===== config.mk =====
export PLATFORM = sky130hd
export DESIGN_NAME = nearest_scale_alpha_flatten_core
export DESIGN_NICKNAME = d
export VERILOG_FILES = /design/src/sv/nsaf_pkg.sv /design/src/sv/nsaf_fifo.sv /design/src/sv/nsaf_front.sv /design/src/sv/nsaf_back.sv /design/src/sv/nearest_scale_alpha_flatten_core.sv
export SDC_FILE = /design/constraint.sdc
export NUM_CORES = 2
export LEC_CHECK = 0
export BUFFER_PORTS_ARGS = -buffer_cell sky130_fd_sc_hd__buf_2
export CORE_UTILIZATION = 50
export CTS_CLUSTER_SIZE = 24
export DETAILED_ROUTE_END_ITERATION = 7
export GPL_TIMING_DRIVEN = 1
export PLACE_DENSITY_LB_ADDON = 0.1
export SETUP_SLACK_MARGIN = 0.3
export SYNTH_ARGS = -nofsm -noshare
export SYNTH_HDL_FRONTEND = slang
export SYNTH_HIERARCHICAL = 1
export SYNTH_SLANG_ARGS = --single-unit
export TNS_END_PERCENT = 5

===== constraint.sdc =====
create_clock -name clk -period 6.3 [get_ports clk]
set_clock_uncertainty 0.05 [all_clocks]
set_input_delay 1.26 -clock clk [delete_from_list [all_inputs] [get_ports clk]]
set_output_delay 1.26 -clock clk [all_outputs]
set_load 0.02 [all_outputs]

===== src/sv/nsaf_pkg.sv =====
// Shared types and constants for the icon downscale and alpha flatten block.
`timescale 1ns / 1ps
package nsaf_pkg;

  localparam int REG_IDX_W = 2;
  localparam int REG_DATA_W = 9;

  localparam logic [REG_IDX_W-1:0] REG_SRC_WIDTH = 2'd0;
  localparam logic [REG_IDX_W-1:0] REG_SRC_HEIGHT = 2'd1;
  localparam logic [REG_IDX_W-1:0] REG_ALPHA_LAST = 2'd2;

  localparam logic [REG_DATA_W-1:0] SRC_WIDTH_RESET = 9'd20;
  localparam logic [REG_DATA_W-1:0] SRC_HEIGHT_RESET = 9'd20;

  localparam logic [7:0] GREY = 8'd192;
  localparam logic [7:0] ALPHA_MAX = 8'd255;

  localparam int CHAN_W = 8;
  localparam int RECT_W = 5;

  typedef struct packed {
    logic [CHAN_W-1:0] a;
    logic [CHAN_W-1:0] r;
    logic [CHAN_W-1:0] g;
    logic [CHAN_W-1:0] b;
  } argb_t;

  typedef struct packed {
    logic [CHAN_W-1:0] red;
    logic [CHAN_W-1:0] green;
    logic [CHAN_W-1:0] blue;
    logic [RECT_W-1:0] col_first;
    logic [RECT_W-1:0] col_count;
    logic [RECT_W-1:0] row_first;
    logic [RECT_W-1:0] row_count;
    logic last;
  } result_t;

endpackage


===== src/sv/nsaf_fifo.sv =====
// Register-based first-in first-out queue with show-ahead read.
`timescale 1ns / 1ps
module nsaf_fifo #(
  parameter int WIDTH = 8,
  parameter int DEPTH = 2
) (
  input  logic                         clk,
  input  logic                         rst,
  input  logic                         push,
  input  logic [WIDTH-1:0]             wdata,
  output logic                         full,
  input  logic                         pop,
  output logic [WIDTH-1:0]             rdata,
  output logic                         empty,
  output logic [$clog2(DEPTH+1)-1:0]   count
);

  localparam int AW = (DEPTH > 1) ? $clog2(DEPTH) : 1;
  localparam int CW = $clog2(DEPTH + 1);

  logic [WIDTH-1:0] mem [DEPTH];
  logic [AW-1:0] wr_ptr;
  logic [AW-1:0] rd_ptr;
  logic [AW-1:0] wr_ptr_next;
  logic [AW-1:0] rd_ptr_next;
  logic [CW-1:0] count_next;
  logic do_push;
  logic do_pop;

  assign full = (count == CW'(DEPTH));
  assign empty = (count == '0);
  assign do_push = push && !full;
  assign do_pop = pop && !empty;
  assign rdata = mem[rd_ptr];

  always_comb begin
    wr_ptr_next = wr_ptr;
    rd_ptr_next = rd_ptr;
    count_next = count;
    if (do_push) begin
      wr_ptr_next = (wr_ptr == AW'(DEPTH - 1)) ? '0 : wr_ptr + AW'(1);
    end
    if (do_pop) begin
      rd_ptr_next = (rd_ptr == AW'(DEPTH - 1)) ? '0 : rd_ptr + AW'(1);
    end
    if (do_push && !do_pop) begin
      count_next = count + CW'(1);
    end else if (do_pop && !do_push) begin
      count_next = count - CW'(1);
    end
  end

  always_ff @(posedge clk) begin
    if (rst) begin
      wr_ptr <= '0;
      rd_ptr <= '0;
      count <= '0;
    end else begin
      wr_ptr <= wr_ptr_next;
      rd_ptr <= rd_ptr_next;
      count <= count_next;
    end
  end

  always_ff @(posedge clk) begin
    if (do_push) begin
      mem[wr_ptr] <= wdata;
    end
  end

endmodule


===== src/sv/nsaf_front.sv =====
// Front end: takes source pixels, tracks raster position, orders the bytes.
`timescale 1ns / 1ps
module nsaf_front
  import nsaf_pkg::*;
#(
  parameter int MAX_SRC = 256
) (
  input  logic                               clk,
  input  logic                               rst,
  input  logic                               push,
  input  logic                               queue_full,
  input  logic [CHAN_W-1:0]                  byte_zero,
  input  logic [CHAN_W-1:0]                  byte_one,
  input  logic [CHAN_W-1:0]                  byte_two,
  input  logic [CHAN_W-1:0]                  byte_three,
  input  logic                               alpha_last,
  input  logic [$clog2(MAX_SRC+1)-1:0]       size_w,
  input  logic [$clog2(MAX_SRC+1)-1:0]       size_h,
  output logic                               accept,
  output logic [$clog2(MAX_SRC)-1:0]         pos_col,
  output logic [$clog2(MAX_SRC)-1:0]         pos_row,
  output argb_t                              pix
);

  localparam int PW = $clog2(MAX_SRC);

  logic [PW-1:0] col;
  logic [PW-1:0] row;
  logic [PW-1:0] col_next;
  logic [PW-1:0] row_next;
  logic [PW:0] col_inc;
  logic [PW:0] row_inc;

  assign accept = push && !queue_full;
  assign pos_col = col;
  assign pos_row = row;

  always_comb begin
    if (alpha_last) begin
      pix = '{a: byte_three, r: byte_two, g: byte_one, b: byte_zero};
    end else begin
      pix = '{a: byte_zero, r: byte_one, g: byte_two, b: byte_three};
    end
  end

  // Wrap column at the width, row at the height.
  always_comb begin
    col_inc = {1'b0, col} + (PW+1)'(1);
    row_inc = {1'b0, row} + (PW+1)'(1);
    col_next = col;
    row_next = row;
    if (accept) begin
      if (col_inc >= (PW+1)'(size_w)) begin
        col_next = '0;
        row_next = (row_inc >= (PW+1)'(size_h)) ? '0 : row_inc[PW-1:0];
      end else begin
        col_next = col_inc[PW-1:0];
      end
    end
  end

  always_ff @(posedge clk) begin
    if (rst) begin
      col <= '0;
      row <= '0;
    end else begin
      col <= col_next;
      row <= row_next;
    end
  end

endmodule


===== src/sv/nsaf_back.sv =====
// Back end: span dividers and alpha blend pipeline with output credit.
`timescale 1ns / 1ps
module nsaf_back
  import nsaf_pkg::*;
#(
  parameter int OUT_SIZE = 20,
  parameter int MAX_SRC = 256,
  parameter int RES_DEPTH = 9
) (
  input  logic                               clk,
  input  logic                               rst,
  input  logic                               in_valid,
  output logic                               in_pop,
  input  logic [$clog2(MAX_SRC)-1:0]         pos_col,
  input  logic [$clog2(MAX_SRC)-1:0]         pos_row,
  input  argb_t                              pix,
  input  logic [$clog2(MAX_SRC+1)-1:0]       size_w,
  input  logic [$clog2(MAX_SRC+1)-1:0]       size_h,
  input  logic [$clog2(RES_DEPTH+1)-1:0]     res_count,
  output logic                               res_valid,
  output result_t                            res
);

  localparam int QW = $clog2(OUT_SIZE + 1);
  localparam int NUMW = $clog2(MAX_SRC * (OUT_SIZE + 1));
  localparam int CW = NUMW + QW;
  localparam int PD = QW + 2;
  localparam int TW = $clog2(RES_DEPTH + PD + 1);
  localparam int LANES = 4;
  localparam int PROD_W = 2 * CHAN_W;

  // Lanes: column low, column high, row low, row high.
  logic va;
  logic [NUMW-1:0] num_a [LANES];
  logic [PROD_W-1:0] prod_a [3];

  logic vs [QW+1];
  logic [CW-1:0] rem [QW+1][LANES];
  logic [QW-1:0] quo [QW+1][LANES];
  logic sat [QW+1][LANES];
  logic [CHAN_W-1:0] chan [QW+1][3];

  logic [CW-1:0] step_rem [QW][LANES];
  logic step_bit [QW][LANES];

  logic [TW-1:0] inflight;
  logic [CW-1:0] w_ext;
  logic [CW-1:0] h_ext;
  logic [QW-1:0] bound [LANES];
  logic [QW-1:0] col_cnt;
  logic [QW-1:0] row_cnt;
  logic [CHAN_W-1:0] ch_in [3];
  logic [PROD_W:0] blend_sum [3];

  assign w_ext = CW'(size_w);
  assign h_ext = CW'(size_h);

  always_comb begin
    inflight = TW'(va);
    for (int s = 0; s <= QW; s++) begin
      inflight = inflight + TW'(vs[s]);
    end
  end

  assign in_pop = in_valid && ((TW'(res_count) + inflight) < TW'(RES_DEPTH));

  assign ch_in[0] = pix.r;
  assign ch_in[1] = pix.g;
  assign ch_in[2] = pix.b;

  always_comb begin
    for (int c = 0; c < 3; c++) begin
      blend_sum[c] = (PROD_W+1)'(prod_a[c]) + (PROD_W+1)'(prod_a[c] >> CHAN_W)
                     + (PROD_W+1)'(1);
    end
  end

  // One restoring quotient bit per stage, most significant first.
  always_comb begin
    for (int j = 0; j < QW; j++) begin
      for (int l = 0; l < LANES; l++) begin
        logic [CW-1:0] dvs;
        dvs = ((l < 2) ? w_ext : h_ext) << (QW - 1 - j);
        step_bit[j][l] = (rem[j][l] >= dvs);
        step_rem[j][l] = step_bit[j][l] ? rem[j][l] - dvs : rem[j][l];
      end
    end
  end

  always_ff @(posedge clk) begin
    if (rst) begin
      va <= 1'b0;
      for (int s = 0; s <= QW; s++) begin
        vs[s] <= 1'b0;
      end
    end else begin
      va <= in_pop;
      vs[0] <= va;
      for (int s = 0; s < QW; s++) begin
        vs[s+1] <= vs[s];
      end
    end
  end

  always_ff @(posedge clk) begin
    num_a[0] <= NUMW'(pos_col) * NUMW'(OUT_SIZE) + NUMW'(size_w) - NUMW'(1);
    num_a[1] <= (NUMW'(pos_col) + NUMW'(1)) * NUMW'(OUT_SIZE) + NUMW'(size_w) - NUMW'(1);
    num_a[2] <= NUMW'(pos_row) * NUMW'(OUT_SIZE) + NUMW'(size_h) - NUMW'(1);
    num_a[3] <= (NUMW'(pos_row) + NUMW'(1)) * NUMW'(OUT_SIZE) + NUMW'(size_h) - NUMW'(1);
    for (int c = 0; c < 3; c++) begin
      prod_a[c] <= PROD_W'(ch_in[c]) * PROD_W'(pix.a)
                   + PROD_W'(GREY) * PROD_W'(ALPHA_MAX - pix.a);
    end

    for (int l = 0; l < LANES; l++) begin
      rem[0][l] <= CW'(num_a[l]);
      quo[0][l] <= '0;
      sat[0][l] <= CW'(num_a[l]) >= (((l < 2) ? w_ext : h_ext) << QW);
    end
    for (int c = 0; c < 3; c++) begin
      chan[0][c] <= CHAN_W'(blend_sum[c] >> CHAN_W);
    end

    for (int j = 0; j < QW; j++) begin
      for (int l = 0; l < LANES; l++) begin
        rem[j+1][l] <= step_rem[j][l];
        quo[j+1][l] <= quo[j][l] | (QW'(step_bit[j][l]) << (QW - 1 - j));
        sat[j+1][l] <= sat[j][l];
      end
      for (int c = 0; c < 3; c++) begin
        chan[j+1][c] <= chan[j][c];
      end
    end
  end

  // Clamp span ends to the output size and form the rectangle.
  always_comb begin
    for (int l = 0; l < LANES; l++) begin
      if (sat[QW][l] || (quo[QW][l] > QW'(OUT_SIZE))) begin
        bound[l] = QW'(OUT_SIZE);
      end else begin
        bound[l] = quo[QW][l];
      end
    end
    col_cnt = (bound[1] > bound[0]) ? bound[1] - bound[0] : '0;
    row_cnt = (bound[3] > bound[2]) ? bound[3] - bound[2] : '0;
    res_valid = vs[QW] && (col_cnt != '0) && (row_cnt != '0);
    res.red = chan[QW][0];
    res.green = chan[QW][1];
    res.blue = chan[QW][2];
    res.col_first = RECT_W'(bound[0]);
    res.col_count = RECT_W'(col_cnt);
    res.row_first = RECT_W'(bound[2]);
    res.row_count = RECT_W'(row_cnt);
    res.last = (bound[1] == QW'(OUT_SIZE)) && (bound[3] == QW'(OUT_SIZE));
  end

endmodule


===== src/sv/nearest_scale_alpha_flatten_core.sv =====
// Top level: icon downscaler with alpha flatten over grey.
`timescale 1ns / 1ps
// Takes one source pixel per cycle in raster order while full is low and, for
// each pixel picked by the OUT_SIZE x OUT_SIZE nearest-neighbor grid, returns one
// item holding the color blended over grey 192 and the output rectangle it
// covers. Sustained rate is one item per cycle on both sides while results are
// popped as they show. Each span is found by pipelined restoring dividers, one
// quotient bit per stage. Pixels that cover no output pixel leave no result.
// Write the size and byte order registers only while the block is idle; no
// clearing pass follows reset.
module nearest_scale_alpha_flatten_core
  import nsaf_pkg::*;
#(
  parameter int OUT_SIZE = 20,
  parameter int MAX_SRC = 256
) (
  input  logic                   clk,
  input  logic                   rst,
  input  logic                   push,
  output logic                   full,
  input  logic [CHAN_W-1:0]      byte_zero,
  input  logic [CHAN_W-1:0]      byte_one,
  input  logic [CHAN_W-1:0]      byte_two,
  input  logic [CHAN_W-1:0]      byte_three,
  output logic                   empty,
  input  logic                   pop,
  output logic [CHAN_W-1:0]      red,
  output logic [CHAN_W-1:0]      green,
  output logic [CHAN_W-1:0]      blue,
  output logic [RECT_W-1:0]      col_first,
  output logic [RECT_W-1:0]      col_count,
  output logic [RECT_W-1:0]      row_first,
  output logic [RECT_W-1:0]      row_count,
  output logic                   last,
  input  logic                   wr_en,
  input  logic [REG_IDX_W-1:0]   wr_index,
  input  logic [REG_DATA_W-1:0]  wr_data
);

  localparam int PW = $clog2(MAX_SRC);
  localparam int SZW = $clog2(MAX_SRC + 1);
  localparam int QW = $clog2(OUT_SIZE + 1);
  localparam int PIPE_DEPTH = QW + 2;
  localparam int RES_DEPTH = PIPE_DEPTH + 2;
  localparam int MID_DEPTH = 2;
  localparam int MID_W = 2 * PW + $bits(argb_t);

  logic [REG_DATA_W-1:0] src_width;
  logic [REG_DATA_W-1:0] src_height;
  logic alpha_last;
  logic [SZW-1:0] size_w;
  logic [SZW-1:0] size_h;

  logic front_accept;
  logic [PW-1:0] front_col;
  logic [PW-1:0] front_row;
  argb_t front_pix;

  logic [MID_W-1:0] mid_wdata;
  logic [MID_W-1:0] mid_rdata;
  logic mid_full;
  logic mid_empty;
  logic mid_pop;
  logic [PW-1:0] back_col;
  logic [PW-1:0] back_row;
  argb_t back_pix;

  logic res_push;
  result_t res_in;
  result_t res_out;
  logic res_full;
  logic [$clog2(RES_DEPTH+1)-1:0] res_count;

  always_ff @(posedge clk) begin
    if (rst) begin
      src_width <= SRC_WIDTH_RESET;
      src_height <= SRC_HEIGHT_RESET;
      alpha_last <= 1'b0;
    end else if (wr_en) begin
      case (wr_index)
        REG_SRC_WIDTH: src_width <= wr_data;
        REG_SRC_HEIGHT: src_height <= wr_data;
        REG_ALPHA_LAST: alpha_last <= wr_data[0];
        default: ;
      endcase
    end
  end

  // Treat zero as one and clip to the largest supported source.
  always_comb begin
    if (src_width == '0) begin
      size_w = SZW'(1);
    end else if (32'(src_width) > MAX_SRC) begin
      size_w = SZW'(MAX_SRC);
    end else begin
      size_w = SZW'(src_width);
    end
    if (src_height == '0) begin
      size_h = SZW'(1);
    end else if (32'(src_height) > MAX_SRC) begin
      size_h = SZW'(MAX_SRC);
    end else begin
      size_h = SZW'(src_height);
    end
  end

  nsaf_front #(
    .MAX_SRC(MAX_SRC)
  ) u_front (
    .clk(clk),
    .rst(rst),
    .push(push),
    .queue_full(mid_full),
    .byte_zero(byte_zero),
    .byte_one(byte_one),
    .byte_two(byte_two),
    .byte_three(byte_three),
    .alpha_last(alpha_last),
    .size_w(size_w),
    .size_h(size_h),
    .accept(front_accept),
    .pos_col(front_col),
    .pos_row(front_row),
    .pix(front_pix)
  );

  assign full = mid_full;
  assign mid_wdata = {front_col, front_row, front_pix};
  assign {back_col, back_row, back_pix} = mid_rdata;

  nsaf_fifo #(
    .WIDTH(MID_W),
    .DEPTH(MID_DEPTH)
  ) u_mid_fifo (
    .clk(clk),
    .rst(rst),
    .push(front_accept),
    .wdata(mid_wdata),
    .full(mid_full),
    .pop(mid_pop),
    .rdata(mid_rdata),
    .empty(mid_empty),
    .count()
  );

  nsaf_back #(
    .OUT_SIZE(OUT_SIZE),
    .MAX_SRC(MAX_SRC),
    .RES_DEPTH(RES_DEPTH)
  ) u_back (
    .clk(clk),
    .rst(rst),
    .in_valid(!mid_empty),
    .in_pop(mid_pop),
    .pos_col(back_col),
    .pos_row(back_row),
    .pix(back_pix),
    .size_w(size_w),
    .size_h(size_h),
    .res_count(res_count),
    .res_valid(res_push),
    .res(res_in)
  );

  nsaf_fifo #(
    .WIDTH($bits(result_t)),
    .DEPTH(RES_DEPTH)
  ) u_res_fifo (
    .clk(clk),
    .rst(rst),
    .push(res_push),
    .wdata(res_in),
    .full(res_full),
    .pop(pop),
    .rdata(res_out),
    .empty(empty),
    .count(res_count)
  );

  assign red = res_out.red;
  assign green = res_out.green;
  assign blue = res_out.blue;
  assign col_first = res_out.col_first;
  assign col_count = res_out.col_count;
  assign row_first = res_out.row_first;
  assign row_count = res_out.row_count;
  assign last = res_out.last;

`ifndef ASSERT_OFF
  a_res_no_overflow: assert property (@(posedge clk) disable iff (rst)
    res_push |-> !res_full)
    else $error("result queue written while full");

  a_mid_pop_valid: assert property (@(posedge clk) disable iff (rst)
    mid_pop |-> !mid_empty)
    else $error("back end issued from empty queue");

  a_res_shows: assert property (@(posedge clk) disable iff (rst)
    (res_push && empty) |=> !empty)
    else $error("result written but not shown");
`endif

endmodule

==> results.md <==
- Final instance area: ~0.067 mm2
- Final Instance Count excl. Fillers: around 7,100
- WP data arrival: a little over 6 ns
- Crit Path Max Fanout: 17
- Detailed Place HPWL: 88,500 um
- Worst setup EP type: register
- RSZ-0062 raised after global routing: no
- Number of diodes: 0
- Die area: roughly 0.12 mm2
- GRT Residual Overflow: 0
- YS warnings: 6
- Slew Viols, Final: 0
- Tightest Hold Check Type: reg2reg
- Die Y-Extent: 348 um
- Global-route wire length before repair: 203,000 um
- Largest net degree at the start of global routing: 91
- Crit path required time: 6.91 ns
- Via-to-Cell Ratio: 5.31
- Period utilisation layout: 89.0%
- Final core utilization: 56.4%
- CORE AREA: roughly 0.12 mm2
- Clock latency on the worst-skew pair: between 0.7 and 0.8 ns
- Fmax: 178 MHz
- Setup Fix Bufs, Post-CTS: 0
- H-tree levels: 4
- Synthesized area: 0.0600 mm2
- CTS Buf Count: 132
- Routed Antenna Nets: 0
- Initial antenna violation count: 3
- WL/cell: 17.9 um
- Clk buf depth: 3
- Worst R2R Setup Slack: 0.70 ns
- Starting DRT DRC Count: 1,868
- Ports: 95
- Clk slew on worst S/H paths: 0.06 ns
- Critical path startpoint category: register
- Initial Util: 50.6%
- PortBufs: 94
- CTS Root Buffer Type: clkbuf_16
- Final setup vio count: 0
- Gp weighted congestion: 0.830
- Syn_nets: 5,984
- Cts hold-fix bufs: 0
- Syn Inst Count: 5,252
- Initial DRT Pass Iterations: 6
- Via count: 37,654
- Setup CP Type: reg2reg
- CTS tree: yes
- Vias in the first global route: 37,656
- Outcome: finished clean
- Max-Cap Viols: 0
- Mean post-synth cell area: 11.4 um2
- Hold path startpoint: u_back/quo[2][7]
- Residual DRC count: 0
- GRT Total Usage: a little over a fifth
- Worst relative slew slack: 16.0%
- Final nets: 6,119
- Post-Route WL: ~130,000 um
- Final hold vios: 0
- Layout cells sized above 1: 11.5%
- Sink Count: 1,210
- Hold slack final: around 0.26 ns
- Die W: 348 um
- Dpl cells: 6,853
- Worst-Margin Slew: 1.26 ns
- Site Rows: 126
- DP Area: roughly 0.062 mm2
- Area Growth Syn to Fin: 11.4%
- Min Tclk post-route: 5.60 ns
[critical path, cell delays in order, from the launching register on]
cell	delay (ns)
dfxtp_2	0.46
mux2_2	0.53
inv_1	0.18
ha_1	0.20
fa_1	0.51
ha_1	0.35
fa_1	0.49
fa_1	0.49
inv_1	0.05
fa_1	0.53
inv_1	0.04
ha_1	0.32
o21ai_0	0.09
nor2_1	0.08
o41ai_1	0.58
o221ai_1	0.23
a21oi_1	0.21
xnor2_1	0.13
[placed cells by master, fill, tap and decap left out, drive strengths merged, types with 17 or more instances in the layout]
cell type	instances
dfxtp	709
ha	517
edfxtp	501
inv	471
nor2	311
nand2	301
a21oi	233
mux2	207
o21ai	207
xnor2	195
clkbuf	172
fa	167
buf	135
and2	129
xor2	122
mux2i	120
nor3	87
nor2b	71
a21o	65
nand2b	63
o21a	57
nand3	56
nor4	50
clkinv	40
o221ai	35
a22oi	35
nand4	34
and3	26
a211oi	25
or3	24
o22ai	23
o31ai	21
or4	21
o31a	18
nand3b	17
[per-stage QoR]
step / setup WS, ns / TNS (ns)
after detailed placement: 0.597 / 0
after global placement: 0.583 / 0
final: 0.695 / 0
after global routing: 0.324 / 0
after floorplan: -0.0237 / -1.07
after CTS: 0.574 / 0
[repair_timing]
item / 4_1_cts / 5_1_grt
endpoints found under the hold margin: 0 / 0
gates resized for setup: 0 / 1
setup endpoints to repair: 0 / 2
[registers in the layout, summed over array words and instances, names as in the netlist, 24 cells and up, named ones only]
signal / flops
u_back/chan: 144
u_back/num_a: 48
u_back/prod_a: 48
u_back/quo: 60
u_back/rem: 322
u_back/sat: 24
u_mid_fifo/mem: 96
u_res_fifo/mem: 405
[per-layer routing]
metal,part of all wire (%),global-route usage (%),up-vias,wire length [um]
met1,48,29.1,18023,61100
met3,4.1,3.31,162,5270
li1,-,-,18811,-
met4,1.8,5.38,0,2280
met5,0,0,-,0
met2,46,35.0,658,58600
[final cells by class]
class                   count  area [um2]
fillers                 10028       51600
flip-flops and latches   1210       29200
multi-input cells        3447       28200
clock buffers             172        3680
well taps                1600        2000
inverters                 461        1730
clock inverters            72         985
repair buffers            135         895
[final timing paths]
path	endpoint	cells after the start
worst max-delay path	u_back/prod_a[0][31]	17
worst min-delay path	u_back/quo[2][27]	0
worst max register to register	u_back/prod_a[0][31]	17
worst min register to register	u_back/quo[2][27]	0
Power is left out: the tool's default activity adds up to more than one toggle a clock period on the data nets, which glitch-free logic cannot reach.
